==> src/design/bounded_deque_with_positional_edit_defines.svh <==
// Assertion macros for the bounded deque with positional edit.
// Used by the top level; relies on clk and rst_n in the including scope.
`ifndef BOUNDED_DEQUE_WITH_POSITIONAL_EDIT_DEFINES_SVH
`define BOUNDED_DEQUE_WITH_POSITIONAL_EDIT_DEFINES_SVH
`ifndef ASSERT_OFF
`define BDQ_ASSERT_IMPL(lbl, ante, cons) \
  lbl: assert property (@(posedge clk) disable iff (!rst_n) (ante) |-> (cons)) \
    else $error("bdq assertion failed");
`define BDQ_ASSERT_NEXT(lbl, ante, cons) \
  lbl: assert property (@(posedge clk) disable iff (!rst_n) (ante) |=> (cons)) \
    else $error("bdq assertion failed");
`else
`define BDQ_ASSERT_IMPL(lbl, ante, cons)
`define BDQ_ASSERT_NEXT(lbl, ante, cons)
`endif
`endif

==> src/design/bdq_pkg.sv <==
// Types and codes shared by the bounded deque modules.
// No dependencies.
package bdq_pkg;

  typedef enum logic [2:0] {
    OP_ADD_FRONT  = 3'd0,
    OP_ADD_BACK   = 3'd1,
    OP_DROP_FRONT = 3'd2,
    OP_DROP_BACK  = 3'd3,
    OP_CLEAR      = 3'd4,
    OP_INSERT     = 3'd5,
    OP_REMOVE     = 3'd6,
    OP_LIST       = 3'd7
  } op_t;

  typedef enum logic [1:0] {
    K_VALUE   = 2'd0,
    K_EMPTY   = 2'd1,
    K_INVALID = 2'd2,
    K_FULL    = 2'd3
  } kind_t;

  typedef enum logic [2:0] {
    S_IDLE,
    S_EXEC,
    S_UP,
    S_UP_WR,
    S_DN,
    S_DN_WR,
    S_LIST
  } state_t;

  typedef struct packed {
    logic [2:0]         action;
    logic [5:0]         position;
    logic signed [31:0] value;
  } in_item_t;

  typedef struct packed {
    logic [1:0]         kind;
    logic signed [31:0] item_value;
    logic               last;
  } out_item_t;

  // Decoded command handed from the front to the back.
  typedef struct packed {
    op_t                op;
    logic [5:0]         pos;
    logic signed [31:0] value;
  } cmd_t;

endpackage

==> src/design/bdq_ram.sv <==
// Generic single-write, single-read RAM with registered read data.
// No dependencies.
module bdq_ram #(
  parameter int W = 32,
  parameter int D = 32
) (
  input  logic                 clk,
  input  logic                 we,
  input  logic [$clog2(D)-1:0] waddr,
  input  logic [W-1:0]         wdata,
  input  logic [$clog2(D)-1:0] raddr,
  output logic [W-1:0]         rdata
);
  logic [W-1:0] mem [D];

  // Write port and registered read port.
  always_ff @(posedge clk) begin
    if (we) begin
      mem[waddr] <= wdata;
    end
    rdata <= mem[raddr];
  end
endmodule

==> src/design/bdq_front.sv <==
// Front end: accepts requests, decodes them and holds them in a two-entry queue.
// Depends on bdq_pkg.
module bdq_front (
  input  logic              clk,
  input  logic              rst_n,
  input  logic              in_push,
  output logic              in_full,
  input  bdq_pkg::in_item_t in_item,
  output logic              cmd_valid,
  input  logic              cmd_take,
  output bdq_pkg::cmd_t     cmd
);
  import bdq_pkg::*;

  cmd_t       q_r [2];
  logic       wp_r, rp_r;
  logic [1:0] cnt_r;
  cmd_t       dec;
  logic       do_push, do_pop;

  // Decode: position zero acts as position one.
  always_comb begin
    dec.op    = op_t'(in_item.action);
    dec.pos   = (in_item.position == 6'd0) ? 6'd1 : in_item.position;
    dec.value = in_item.value;
  end

  assign in_full   = (cnt_r == 2'd2);
  assign cmd_valid = (cnt_r != 2'd0);
  assign cmd       = q_r[rp_r];
  assign do_push   = in_push && !in_full;
  assign do_pop    = cmd_take && cmd_valid;

  // Queue storage.
  always_ff @(posedge clk) begin
    if (do_push) begin
      q_r[wp_r] <= dec;
    end
  end

  // Queue pointers and fill count.
  always_ff @(posedge clk) begin
    if (!rst_n) begin
      wp_r  <= 1'b0;
      rp_r  <= 1'b0;
      cnt_r <= 2'd0;
    end else begin
      if (do_push) wp_r <= ~wp_r;
      if (do_pop)  rp_r <= ~rp_r;
      if (do_push && !do_pop) cnt_r <= cnt_r + 2'd1;
      else if (do_pop && !do_push) cnt_r <= cnt_r - 2'd1;
    end
  end
endmodule

==> src/design/bdq_back.sv <==
// Back end: executes commands on the list memory and drives the result register.
// Depends on bdq_pkg and bdq_ram.
module bdq_back #(
  parameter int DEPTH = 32
) (
  input  logic                         clk,
  input  logic                         rst_n,
  input  logic                         cmd_valid,
  output logic                         cmd_take,
  input  bdq_pkg::cmd_t                cmd,
  output logic                         out_empty,
  input  logic                         out_pop,
  output bdq_pkg::out_item_t           out_item,
  output logic [$clog2(DEPTH+1)-1:0]   count
);
  import bdq_pkg::*;

  localparam int CW = $clog2(DEPTH + 1);
  localparam int AW = $clog2(DEPTH);

  state_t    state_r, state_nxt;
  cmd_t      cmd_r, cmd_nxt;
  logic [CW-1:0] count_r, count_nxt;
  logic [CW-1:0] idx_r, idx_nxt;
  logic [CW-1:0] lo_r, lo_nxt;
  logic      pend_r, pend_nxt;
  logic      last_r, last_nxt;
  out_item_t out_r, out_nxt;
  logic      out_v_r, out_v_nxt;

  logic          we;
  logic [AW-1:0] waddr, raddr;
  logic [31:0]   wdata, rdata;
  logic          is_full, is_empty, pos_bad, out_free;
  logic          st_v;
  kind_t         st_kind;

  bdq_ram #(.W(32), .D(DEPTH)) u_ram (
    .clk(clk), .we(we), .waddr(waddr), .wdata(wdata), .raddr(raddr), .rdata(rdata)
  );

  assign is_full   = (int'(count_r) == DEPTH);
  assign is_empty  = (count_r == '0);
  assign pos_bad   = (int'(cmd_r.pos) >= int'(count_r));
  assign out_free  = !out_v_r || out_pop;
  assign out_empty = !out_v_r;
  assign out_item  = out_r;
  assign count     = count_r;

  // Command sequencer: one step of a shift or one listed value per pass.
  always_comb begin
    state_nxt = state_r;
    cmd_nxt   = cmd_r;
    count_nxt = count_r;
    idx_nxt   = idx_r;
    lo_nxt    = lo_r;
    pend_nxt  = pend_r;
    last_nxt  = last_r;
    out_nxt   = out_r;
    out_v_nxt = out_v_r;
    we        = 1'b0;
    waddr     = idx_r[AW-1:0];
    wdata     = rdata;
    raddr     = idx_r[AW-1:0];
    cmd_take  = 1'b0;
    st_v      = 1'b0;
    st_kind   = K_EMPTY;

    if (out_pop && out_v_r) out_v_nxt = 1'b0;

    case (state_r)
      S_IDLE: begin
        if (cmd_valid) begin
          cmd_take  = 1'b1;
          cmd_nxt   = cmd;
          state_nxt = S_EXEC;
        end
      end
      S_EXEC: begin
        case (cmd_r.op)
          OP_ADD_FRONT: begin
            if (is_full) begin
              st_v = 1'b1; st_kind = K_FULL;
            end else begin
              idx_nxt = count_r; lo_nxt = '0; state_nxt = S_UP;
            end
          end
          OP_ADD_BACK: begin
            if (is_full) begin
              st_v = 1'b1; st_kind = K_FULL;
            end else begin
              idx_nxt = count_r; lo_nxt = count_r; state_nxt = S_UP;
            end
          end
          OP_DROP_FRONT: begin
            if (is_empty) begin
              st_v = 1'b1;
            end else begin
              idx_nxt = '0; state_nxt = S_DN;
            end
          end
          OP_DROP_BACK: begin
            if (is_empty) begin
              st_v = 1'b1;
            end else begin
              count_nxt = count_r - 1'b1; state_nxt = S_IDLE;
            end
          end
          OP_CLEAR: begin
            if (is_empty) begin
              st_v = 1'b1;
            end else begin
              count_nxt = '0; state_nxt = S_IDLE;
            end
          end
          OP_INSERT: begin
            if (pos_bad) begin
              st_v = 1'b1; st_kind = K_INVALID;
            end else if (is_full) begin
              st_v = 1'b1; st_kind = K_FULL;
            end else begin
              idx_nxt = count_r; lo_nxt = CW'(cmd_r.pos); state_nxt = S_UP;
            end
          end
          OP_REMOVE: begin
            if (pos_bad) begin
              st_v = 1'b1; st_kind = K_INVALID;
            end else begin
              idx_nxt = CW'(cmd_r.pos) - 1'b1; state_nxt = S_DN;
            end
          end
          default: begin
            if (is_empty) begin
              st_v = 1'b1;
            end else begin
              idx_nxt = '0; pend_nxt = 1'b0; state_nxt = S_LIST;
            end
          end
        endcase
        // A status result waits here until the result register is free.
        if (st_v && out_free) begin
          out_nxt.kind       = st_kind;
          out_nxt.item_value = '0;
          out_nxt.last       = 1'b1;
          out_v_nxt          = 1'b1;
          state_nxt          = S_IDLE;
        end
      end
      S_UP: begin
        // Move entries up one place until the gap reaches the target.
        if (idx_r > lo_r) begin
          raddr     = AW'(idx_r - 1'b1);
          state_nxt = S_UP_WR;
        end else begin
          we        = 1'b1;
          waddr     = lo_r[AW-1:0];
          wdata     = cmd_r.value;
          count_nxt = count_r + 1'b1;
          state_nxt = S_IDLE;
        end
      end
      S_UP_WR: begin
        we        = 1'b1;
        idx_nxt   = idx_r - 1'b1;
        state_nxt = S_UP;
      end
      S_DN: begin
        // Move entries down one place to close the gap.
        if (CW'(idx_r + 1'b1) < count_r) begin
          raddr     = AW'(idx_r + 1'b1);
          state_nxt = S_DN_WR;
        end else begin
          count_nxt = count_r - 1'b1;
          state_nxt = S_IDLE;
        end
      end
      S_DN_WR: begin
        we        = 1'b1;
        idx_nxt   = idx_r + 1'b1;
        state_nxt = S_DN;
      end
      S_LIST: begin
        if (pend_r) begin
          out_nxt.kind       = K_VALUE;
          out_nxt.item_value = rdata;
          out_nxt.last       = last_r;
          out_v_nxt          = 1'b1;
          pend_nxt           = 1'b0;
          if (last_r) state_nxt = S_IDLE;
        end else if (out_free) begin
          pend_nxt = 1'b1;
          last_nxt = (CW'(idx_r + 1'b1) == count_r);
          idx_nxt  = idx_r + 1'b1;
        end
      end
      default: state_nxt = S_IDLE;
    endcase
  end

  // Control registers.
  always_ff @(posedge clk) begin
    if (!rst_n) begin
      state_r <= S_IDLE;
      count_r <= '0;
      out_v_r <= 1'b0;
      pend_r  <= 1'b0;
    end else begin
      state_r <= state_nxt;
      count_r <= count_nxt;
      out_v_r <= out_v_nxt;
      pend_r  <= pend_nxt;
    end
  end

  // Payload and index registers.
  always_ff @(posedge clk) begin
    cmd_r  <= cmd_nxt;
    idx_r  <= idx_nxt;
    lo_r   <= lo_nxt;
    last_r <= last_nxt;
    out_r  <= out_nxt;
  end
endmodule

==> src/design/bounded_deque_with_positional_edit.sv <==
// Bounded deque with positional insert and remove over a DEPTH-entry RAM.
// Commands run one at a time. Status results, drop back and clear finish in the execute
// state; add back then writes in S_UP; add front, insert, drop front and remove spend a
// read state and a write state per moved entry. A list paces its values by the registered RAM
// read and the result register. Reset (synchronous, rst_n low) empties the list, the command
// queue and the result register; the RAM is not cleared.
module bounded_deque_with_positional_edit #(
  parameter int DEPTH = 32
) (
  input  logic                clk,
  input  logic                rst_n,
  input  logic                in_push,
  output logic                in_full,
  input  bdq_pkg::in_item_t   in_item,
  output logic                out_empty,
  input  logic                out_pop,
  output bdq_pkg::out_item_t  out_item
);
  import bdq_pkg::*;
`include "bounded_deque_with_positional_edit_defines.svh"

  logic cmd_valid, cmd_take;
  cmd_t cmd;
  logic [$clog2(DEPTH+1)-1:0] count;

  bdq_front u_front (
    .clk(clk), .rst_n(rst_n), .in_push(in_push), .in_full(in_full), .in_item(in_item),
    .cmd_valid(cmd_valid), .cmd_take(cmd_take), .cmd(cmd)
  );

  bdq_back #(.DEPTH(DEPTH)) u_back (
    .clk(clk), .rst_n(rst_n), .cmd_valid(cmd_valid), .cmd_take(cmd_take), .cmd(cmd),
    .out_empty(out_empty), .out_pop(out_pop), .out_item(out_item), .count(count)
  );

  // The list never holds more than DEPTH values.
  `BDQ_ASSERT_IMPL(a_count_bound, 1'b1, int'(count) <= DEPTH)
  // Status results carry a zero value and always close their request.
  `BDQ_ASSERT_IMPL(a_status_shape, !out_empty && out_item.kind != K_VALUE,
                   out_item.item_value == 0 && out_item.last)
  // A result that is not taken is still there in the next cycle.
  `BDQ_ASSERT_NEXT(a_result_held, !out_empty && !out_pop, !out_empty)
endmodule
==> config.mk <==
export PLATFORM = sky130hd
export DESIGN_NAME = bounded_deque_with_positional_edit
export DESIGN_NICKNAME = d
export VERILOG_FILES = /design/src/design/bdq_pkg.sv /design/src/design/bdq_ram.sv /design/src/design/bdq_front.sv /design/src/design/bdq_back.sv /design/src/design/bounded_deque_with_positional_edit.sv
export VERILOG_INCLUDE_DIRS = /design/src /design/src/design
export SDC_FILE = /design/constraint.sdc
export NUM_CORES = 1
export LEC_CHECK = 0
export ABC_AREA = 1
export BUFFER_PORTS_ARGS = -buffer_cell sky130_fd_sc_hd__buf_2
export CAP_MARGIN = 20
export CORE_MARGIN = 2
export CORE_UTILIZATION = 45
export CTS_CLUSTER_DIAMETER = 50
export DETAILED_ROUTE_END_ITERATION = 16
export PLACE_DENSITY = 0.66
export SYNTH_ARGS = -nofsm -noshare
export SYNTH_HDL_FRONTEND = slang
export SYNTH_HIERARCHICAL = 1
export SYNTH_SLANG_ARGS = --single-unit
export TNS_END_PERCENT = 30
==> constraint.sdc <==
create_clock -name clk -period 6.4 [get_ports clk]
set_input_delay 0 -clock clk [delete_from_list [all_inputs] [get_ports clk]]
set_output_delay 0 -clock clk [all_outputs]
set_load 0.05 [all_outputs]
[Word-level counts from Yosys, hierarchy flattened]
Memories as Yosys holds them, arrays and structs flattened. A register that Yosys moved wholly into a read port is not among the register bits.
Index checks and enable logic that the tools add are counted.
Cells by class
  reductions and logical operators: 33
  order comparisons: 3
  bitwise gates (word level): 3
  equal/unequal tests: 41
  mux-type cells: 72
  add/sub/neg operators: 7
Operator list (number)
  two-way mux 6 bit: 14
  two-way mux 35 bit: 2
  case mux 35 bit (2 select lines): 1
  two-way mux 32 bit: 2
  case mux 6 bit (4 select lines): 2
  case mux 6 bit (3 select lines): 2
  two-way mux 3 bit: 11
  != test 2 bit, second input constant: 11
  case mux 3 bit (7 select lines): 1
  two-way mux 5 bit: 4
  two-way mux 1 bit: 19
  == test 3 bit, second input constant: 6
  subtractor 6 x 1 -> 6 bit, second input constant: 3
  != test 4 bit, second input constant: 4
  != test 3 bit, second input constant: 5
  case mux 3 bit (5 select lines): 1
  adder 6 x 1 -> 6 bit, second input constant: 2
  == test 3 x 2 -> 1 bit, second input constant: 4
  logical NOT 6 bit: 2
  two-way mux 2 bit: 6
  case mux 6 bit (2 select lines): 1
  AND reduction 6 bit: 2
  case mux 5 bit (2 select lines): 1
  AND reduction 3 bit: 3
  other kinds (28): 50
Word-level totals
  memories: 2
  word-level logic and storage cells: 174
  flip-flop bits (word level): 63
  RAM bits: 1106
Memories
  u_back.u_ram.mem: depth 32, bits a word 32, rd ports 1, clocked after memory_dff 1, wr ports 1, line bdq_ram.sv:14  | logic [W-1:0] mem [D];
  u_front.q_r: depth 2, bits a word 41, rd ports 1, clocked after memory_dff 1, wr ports 1, line bdq_front.sv:15  | cmd_t q_r [2];

[Logic depth before layout (Yosys ltp)]
Gate-level depths: netlist of run 1.
  word-level depth: 8
  gate-level depth with buffers: 23
  depth with buffers taken out: 20

[By module]
The synthesis of run 1 kept the hierarchy.
Modules (own cells, without submodules)
  bdq_ram: cells an instance 3536, area each 42405.7 um2, times used 1
  bdq_back: cells an instance 566, area each 5312.6 um2, times used 1
  bdq_front: cells an instance 173, area each 3445.8 um2, times used 1

[Worst setup path before layout of run 1]
Ideal clock, no wire load.
  path kind: register to register
  from: register u_front.cnt_r[0]
  to: register u_front.cnt_r[1]
  setup time: 0.064 ns
  data arrival time: 4.432 ns
  cell stages (with the launch flop): 13
  slack: 1.905 ns
  data required time: 6.336 ns
  buffers on the path: 0
  path through: dfxtp_1 > inv_1 > nand2_1 > inv_1 > nor3_1 > o21a_1 > inv_1 > ha_1 > inv_1 > nand3_1 > nand2_1 > inv_1 > nor2_1
Between the ends
  longest elaborated chain between the ends: 7
  elaborated cells between the ends (all ways): 16
  classes of those cells: 2 x add/sub; 1 x eq/ne; 4 x mux; 9 x reduce/logical
Ends and longest elaborated chain
  start: declaration: line bdq_front.sv:17  | logic [1:0] cnt_r;
  start signal: assignment: line bdq_front.sv:50  | if (do_push && !do_pop) cnt_r <= cnt_r + 2'd1;
  start signal: assignment: line bdq_front.sv:51  | else if (do_pop && !do_push) cnt_r <= cnt_r - 2'd1;
  nonzero test 2 bit *: line bdq_front.sv:29  | assign cmd_valid = (cnt_r != 2'd0);
  named net cmd_valid: line bounded_deque_with_positional_edit.sv:22  | logic cmd_valid, cmd_take;
  two-way mux 1 bit *: line bdq_back.sv:73  | if (cmd_valid) begin
  two-way mux 1 bit *: line bdq_back.sv:71  | case (state_r)
  named net cmd_take: line bounded_deque_with_positional_edit.sv:22
  logical AND 1 bit *: line bdq_front.sv:32  | assign do_pop = cmd_take && cmd_valid;
  logical NOT 1 bit: line bdq_front.sv:50
  logical AND 1 bit: line bdq_front.sv:50
  two-way mux 2 bit / nonzero test 2 bit (equally long branches)
Mark *: on every way through the listed nets, which the timed path passes. The rest lies on a longest branch. The select of a mux whose other input is x is not followed.
A chain may end at the register's enable or synchronous reset.

[Worst setup path in the final report of run 1]
  from: register u_back.idx_r[0]
  to: register u_back.u_ram.rdata[19], read port of u_back.u_ram.mem
Between the ends
  longest elaborated chain between the ends: 4
  elaborated cells between the ends (all ways): 7
  classes of those cells: 2 x add/sub; 2 x order compare; 3 x mux
Ends and longest elaborated chain
  start: declaration: line bdq_back.sv:24  | logic [CW-1:0] idx_r, idx_nxt;
  start signal: assignment: line bdq_back.sv:218  | idx_r <= idx_nxt;
  adder 6 x 1 -> 6 bit: line bdq_back.sv:169  | if (CW'(idx_r + 1'b1) < count_r) begin
  less-than comparator 6 bit: line bdq_back.sv:169
  two-way mux 5 bit: line bdq_back.sv:169
  case mux 5 bit (2 select lines) *: line bdq_back.sv:71
  named net u_back.raddr[0]: line bdq_back.sv:32  | logic [AW-1:0] waddr, raddr;
  end: declaration: line bdq_ram.sv:12  | output logic [W-1:0] rdata
Mark *: on every way through the listed nets, which the timed path passes. The rest lies on a longest branch.

==> qor.txt, run 1 <==
outcome -> finished clean
top cells by area, synth -> edfxtp_1, nand2_1, nand3_1
TritonRoute pass-1 iters -> 8
WP depth -> 19
number of diodes -> 0
Ys Warns -> 6
highest clock rate -> 196 MHz
post-route insts no fill -> 5,988
final setup fails -> 0
global-route wire length before repair -> 200,000 µm
chip height -> 341 µm
Root Buffer -> clkbuf_16
Crit path max-delay family -> simple AND/OR/NAND/NOR gates
GRT Residual Overflow -> 0
Final Slew Violations -> 0
post-synthesis register bit count -> 1,243
Worst Setup Start Kind -> register
Post-synth top cells -> nand2_1, edfxtp_1, nand3_1
post-cts gate resize count -> 0
worst-path cell chain -> ha_1 -> nand3_1 -> xor2_1 -> inv_1 -> ha_1 -> nand2_1 -> o2111ai_2 -> nand2_1 -> xor2_4 -> inv_16 -> buf_4 -> nand2_1 -> nand3_1 -> nand3_1 -> nand2_1 -> nand2_1 -> nand2_1 -> nand2_1 -> nand2_1
Cell variety after synth -> 50
Synth top area share -> 70.1%
Min Hold Slack -> 0.0310 ns
Final Net Count -> 4,453
Hold Vio Cnt, Final -> 0
crit path DAT -> 5.74 ns
Cell Pwr Density -> 490 nW/µm²
wire length per cell -> 22.3 µm
CTS tree -> yes
critical path endpoint category -> register
Worst Hold Class -> in -> reg
Synth Area per Inst -> 12.0 µm²
effective utilization at floorplan -> 45.4%
critical-path maximum fanout -> 122
Num CTS Buffers -> 120
Most common cell on crit path -> nand2_1
vias per cell -> 5.56
placed insts -> 5,703
EDFF count, synth -> 1,195
leading area contributor after synthesis -> edfxtp_1
drt total wl -> 134,000 µm
Global Route Usage Sum -> 22.7%
GP Congestion -> 0.839
final worst setup slack -> 1.30 ns
DR DRC count -> 0
Max VDD drop -> 499 µV
Max Cap Viol -> 0
cell area after synthesis -> 51,200 µm²
slowest stage delay, CP -> 0.62 ns
clk buf depth -> 3
Die W -> 341 µm
fin crit period -> 5.10 ns
Pleak -> 21.4 nW
Seq/Total Area, Yosys -> 72.0%
critical path capture point -> u_back/u_ram/rdata[19]
Post-Synthesis Cells -> 4,275
die area -> 116,000 µm²
Area Growth Syn to Fin -> 13.2%
most common cell in the netlist -> nand2_1
cts-stage hold buffer count -> 44
dpl hpwl -> 70,600 µm
initial antenna violation count -> 0
flop-to-flop setup slack -> 1.30 ns
Mapped Nets -> 4,345
r2r worst-path depth -> 19
Post-DRT Antenna Nets -> 0
worst path bufs/invs -> 3
Synth Flop Type -> edfxtp_1
Crit. Startpoint -> u_back/idx_r[0]
Fin Setup TNS -> 0 ns
cell row count -> 123
RSZ-0062 raised after global routing -> no
core area -> 113,000 µm²
Worst path slowest cell -> buf_4
Port Buffer Count -> 81
R2R Path End -> u_back/u_ram/rdata[19]
layout cells sized above 1 -> 11.9%
Worst-Margin Slew -> 1.03 ns
DR iter-0 viols -> 4,224
worst skew pair latency -> 0.70 ns
Crit path required time -> 7.04 ns
reg-to-reg startpoint -> u_back/idx_r[0]
Sink Count -> 1,243
clk slew on worst S/H paths -> 0.06 ns
clock skew -> 0.0264 ns
vias in the first global route -> 32,200
H-tree levels -> 3
Critical Setup Path Class -> reg -> reg
Slew HR -> 31.3%
# Post-CTS Setup Buffers -> 0
Place WS -> 1.29 ns
largest net degree at the start of global routing -> 184
DR vias -> 33,300
fraction of synthesis flops using an asynchronous set or reset pin -> 0%
period utilization -> 79.7%
IO Pins -> 82
[cells in the final DEF (no fill, tap or decap), drive strengths merged, types with 44 or more instances in the layout]
cell type,count
buf,183
clkbuf,163
dfxtp,48
nand3,812
edfxtp,1195
dlygate4sd3,44
nand2,1517
nor2,136
a21oi,59
inv,119
[cell type report]
class | instances | area (µm²)
fill | 9473 | 54800
tap | 1500 | 1880
sequential | 1243 | 36800
clock inverter | 64 | 753
clock buffer | 163 | 3320
multi-input combinational | 2675 | 12600
timing repair buffer | 227 | 2000
inverter | 116 | 465
[worst min path at each step]
stage / start / endpoint / slack [ns] / cells past startpoint
2_1_floorplan: in_item[0] / u_front/q_r[0][0] / 0.1 / 0
3_3_place_gp: in_item[8] / u_front/q_r[1][8] / 0.19 / 1
3_5_place_dp: in_item[15] / u_front/q_r[0][15] / 0.19 / 1
4_1_cts: in_item[30] / u_front/q_r[1][30] / 0.008 / 2
5_1_grt: in_item[19] / u_front/q_r[0][19] / 0.04 / 2
6_report: in_item[13] / u_front/q_r[1][13] / 0.03 / 2
[flip-flops by register name, indices dropped and copies added (netlist names), 2 cells and up, named ones only]
| name | cells |
|---|---|
| u_back/u_ram/mem | 1024 |
| u_front/q_r | 82 |
| u_back/cmd_r | 41 |
| u_back/out_item | 35 |
| u_back/u_ram/rdata | 32 |
| u_back/count | 6 |
| u_back/idx_r | 6 |
| u_back/lo_r | 6 |
| u_back/state_r | 3 |
| u_front/cnt_r | 2 |
[per-stage QoR]
stage | total power (W) | utilization [%] | instance area (µm²)
floorplan | 0.0183 | - | 51200
global placement | 0.0209 | 47.1 | 53100
detailed placement | 0.0210 | 47.2 | 53200
CTS | 0.0283 | 51.2 | 57700
global route | 0.0298 | 51.4 | 57900
finish | 0.0284 | 51.4 | 57900
[metal layers]
metal / vias to the layer above / wire length (µm) / GRT usage (%)
li1: 15100 / - / -
met1: 16500 / 54500 / 30.9
met2: 1452 / 63000 / 36.4
met3: 263 / 10200 / 2.97
met4: 0 / 5890 / 10.1
met5: - / 0 / 0
[worst register-to-register path: cells and delay by family (launching register included)]
family / cells / cell delay [ns]
flip-flops: 1 / 0.54
adder cells (fa/ha/maj): 2 / 0.57
XOR/XNOR: 2 / 0.66
AO/OA/AOI/OAI: 1 / 0.60
buffers and inverters: 3 / 1.16
AND/OR/NAND/NOR: 11 / 1.54
[report_power, final]
group	internal, W	switching (W)	total (W)
logic	0.00281	0.00738	0.0102
registers	0.0107	0.000284	0.0109
clock network	0.00424	0.00302	0.00726
total	0.0177	0.0107	0.0284
[logic make-up after synthesis]
family                     Yosys count  share of synthesized area [%]
muxes                               41                           1.20
AOI/OAI and AO/OA                  111                           1.24
xor gates and xnor gates            15                          0.257
and+or+nand+nor                   2483                           20.5
DFF                               1243                           72.0
adders and majority gates           25                          0.611
buffers and inverters              357                           4.22
No activity file was read; power rests on OpenSTA's default activity.
==> inputs of run 2 (changes only) <==
==> constraint.sdc (replaced) <==
create_clock -name clk -period 4.94 [get_ports clk]
set_input_delay 0 -clock clk [delete_from_list [all_inputs] [get_ports clk]]
set_output_delay 0 -clock clk [all_outputs]
set_load 0.05 [all_outputs]
==> qor.txt, run 2 (same netlist as run 1, synthesis figures left out) <==
Max Cap Viol -> 0
highest clock rate -> 236 MHz
Pleak -> 21.4 nW
met1 wire length -> 52,900 µm
final instance area -> 57,900 µm²
final setup fails -> 0
H-tree levels -> 3
Global Route Usage Sum -> 22.4%
part of the power in the clock network -> 24.6%
Area Growth Syn to Fin -> 13.2%
Final Net Count -> 4,469
Max VDD drop -> 660 µV
Critical Setup Path Class -> reg -> reg
Hold Vio Cnt, Final -> 0
Port Buffer Count -> 81
met2 routed WL -> 62,300 µm
largest register by flop count -> u_back/u_ram/mem
dpl hpwl -> 70,600 µm
commonest cells after routing, fill and taps aside -> nand2_1, edfxtp_1, nand3_1
Seq pwr share -> 39.0%
wire length per cell -> 22.0 µm
chip height -> 341 µm
DR DRC count -> 0
post-cts gate resize count -> 0
layout cells sized above 1 -> 11.9%
initial antenna violation count -> 0
Fin Setup TNS -> 0 ns
post-layout util -> 51.4%
Cell Pwr Density -> 626 nW/µm²
final worst setup slack -> 0.699 ns
Slew HR -> 37.1%
Worst Hold Class -> in -> reg
crit path DAT -> 4.88 ns
effective utilization at floorplan -> 45.4%
r2r worst-path depth -> 20
Worst Setup Start Kind -> register
Place WS -> 0.723 ns
cell row count -> 123
global-route wire length before repair -> 197,000 µm
GP Congestion -> 0.868
core area -> 113,000 µm²
Largest regs -> u_back/u_ram/mem: 1024 flops, u_front/q_r: 82 flops, u_back/cmd_r: 41 flops
commonest non-fill, non-tap cell in the layout -> nand2_1
max reg flops -> 1,024
critical path endpoint category -> register
number of diodes -> 0
largest net degree at the start of global routing -> 166
RSZ-0062 raised after global routing -> no
DR iter-0 viols -> 3,907
Post-DRT Antenna Nets -> 0
Top Layer Used -> met4
post-route insts no fill -> 6,005
Die W -> 341 µm
drt total wl -> 132,000 µm
hold depth -> 2
worst skew pair latency -> 0.71 ns
placed insts -> 5,730
Final Slew Violations -> 0
Crit path required time -> 5.58 ns
IO Pins -> 82
Sink Count -> 1,243
period utilization -> 85.9%
critical-path maximum fanout -> 165
# Post-CTS Setup Buffers -> 0
vias in the first global route -> 31,700
clock skew -> 0.0249 ns
Num CTS Buffers -> 121
Worst-Margin Slew -> 0.940 ns
P_sw -> 0.0138 W
met3 wire length -> 10,500 µm
GRT Residual Overflow -> 0
die area -> 116,000 µm²
Gate power share -> 36.4%
internal power -> 0.0225 W
clk buf depth -> 3
CTS tree -> yes
Sw Share -> 38.1%
DR vias -> 32,900
Root Buffer -> clkbuf_16
fin crit period -> 4.24 ns
outcome -> finished clean
vias per cell -> 5.47
clk slew on worst S/H paths -> 0.06 ns
TritonRoute pass-1 iters -> 6
Post-DP Area -> 53,600 µm²
[run 2: repair_timing]
| item | CTS | global route |
|---|---|---|
| endpoints found under the hold margin | 99 | 0 |
| hold buffers | 45 | 0 |
| endpoints found under the setup margin | 0 | 0 |
[run 2: through the flow]
| step | power (W) | hold slack, ns |
|---|---|---|
| 3_3_place_gp | 0.0272 | 0.189 |
| 5_1_grt | 0.0381 | 0.0219 |
| 3_5_place_dp | 0.0274 | 0.193 |
| 2_1_floorplan | 0.0237 | 0.0989 |
| 4_1_cts | 0.0363 | 0.00555 |
| 6_report | 0.0363 | 0.0386 |
[run 2: final cells by class]
class	count	area, µm²
fillers	9424	54700
flip-flops and latches	1243	36800
multi-input cells	2675	12600
clock buffers	165	3380
repair buffers	242	2230
well taps	1500	1880
clock inverters	64	467
inverters	116	465
[run 2: power by group through the flow]
| stage | combinational (W) | clock (W) | sequential (W) |
|---|---|---|---|
| global placement | 0.0128 | 0 | 0.0144 |
| CTS | 0.0131 | 0.00901 | 0.0142 |
| global route | 0.0145 | 0.00943 | 0.0142 |
| detailed placement | 0.0130 | 0 | 0.0144 |
| finish | 0.0132 | 0.00892 | 0.0141 |
| floorplan | 0.00901 | 0 | 0.0147 |
[run 2: worst max-delay path, stage by stage, from the launching register on]
cell,delay [ns]
edfxtp_1,0.55
ha_1,0.31
nand3_1,0.10
xor2_1,0.29
inv_1,0.10
ha_1,0.28
nand2_1,0.07
nor2_1,0.14
o21ai_0,0.13
o2111ai_2,0.09
nand2_1,0.16
xor2_4,0.45
buf_12,0.50
nand2_1,0.14
nand3_1,0.13
nand3_1,0.10
nand2_1,0.11
nand2_1,0.05
nand2_1,0.07
nand2_1,0.06
nand2_1,0.09
[run 2: worst paths after layout]
check | startpoint | to | slack, ns
worst max-delay path | u_back/idx_r[0] | u_back/u_ram/rdata[28] | 0.70
worst min-delay path | in_item[11] | u_front/q_r[0][11] | 0.04
worst max register to register | u_back/idx_r[0] | u_back/u_ram/rdata[28] | 0.70
worst min register to register | u_back/pend_r | u_back/pend_r | 0.50
[run 2: metal layers]
metal,track usage (%),vias up
met2,36.2,1440
met4,10.0,0
met3,3.26,297
met5,0,-
met1,30.3,16000
li1,-,15100
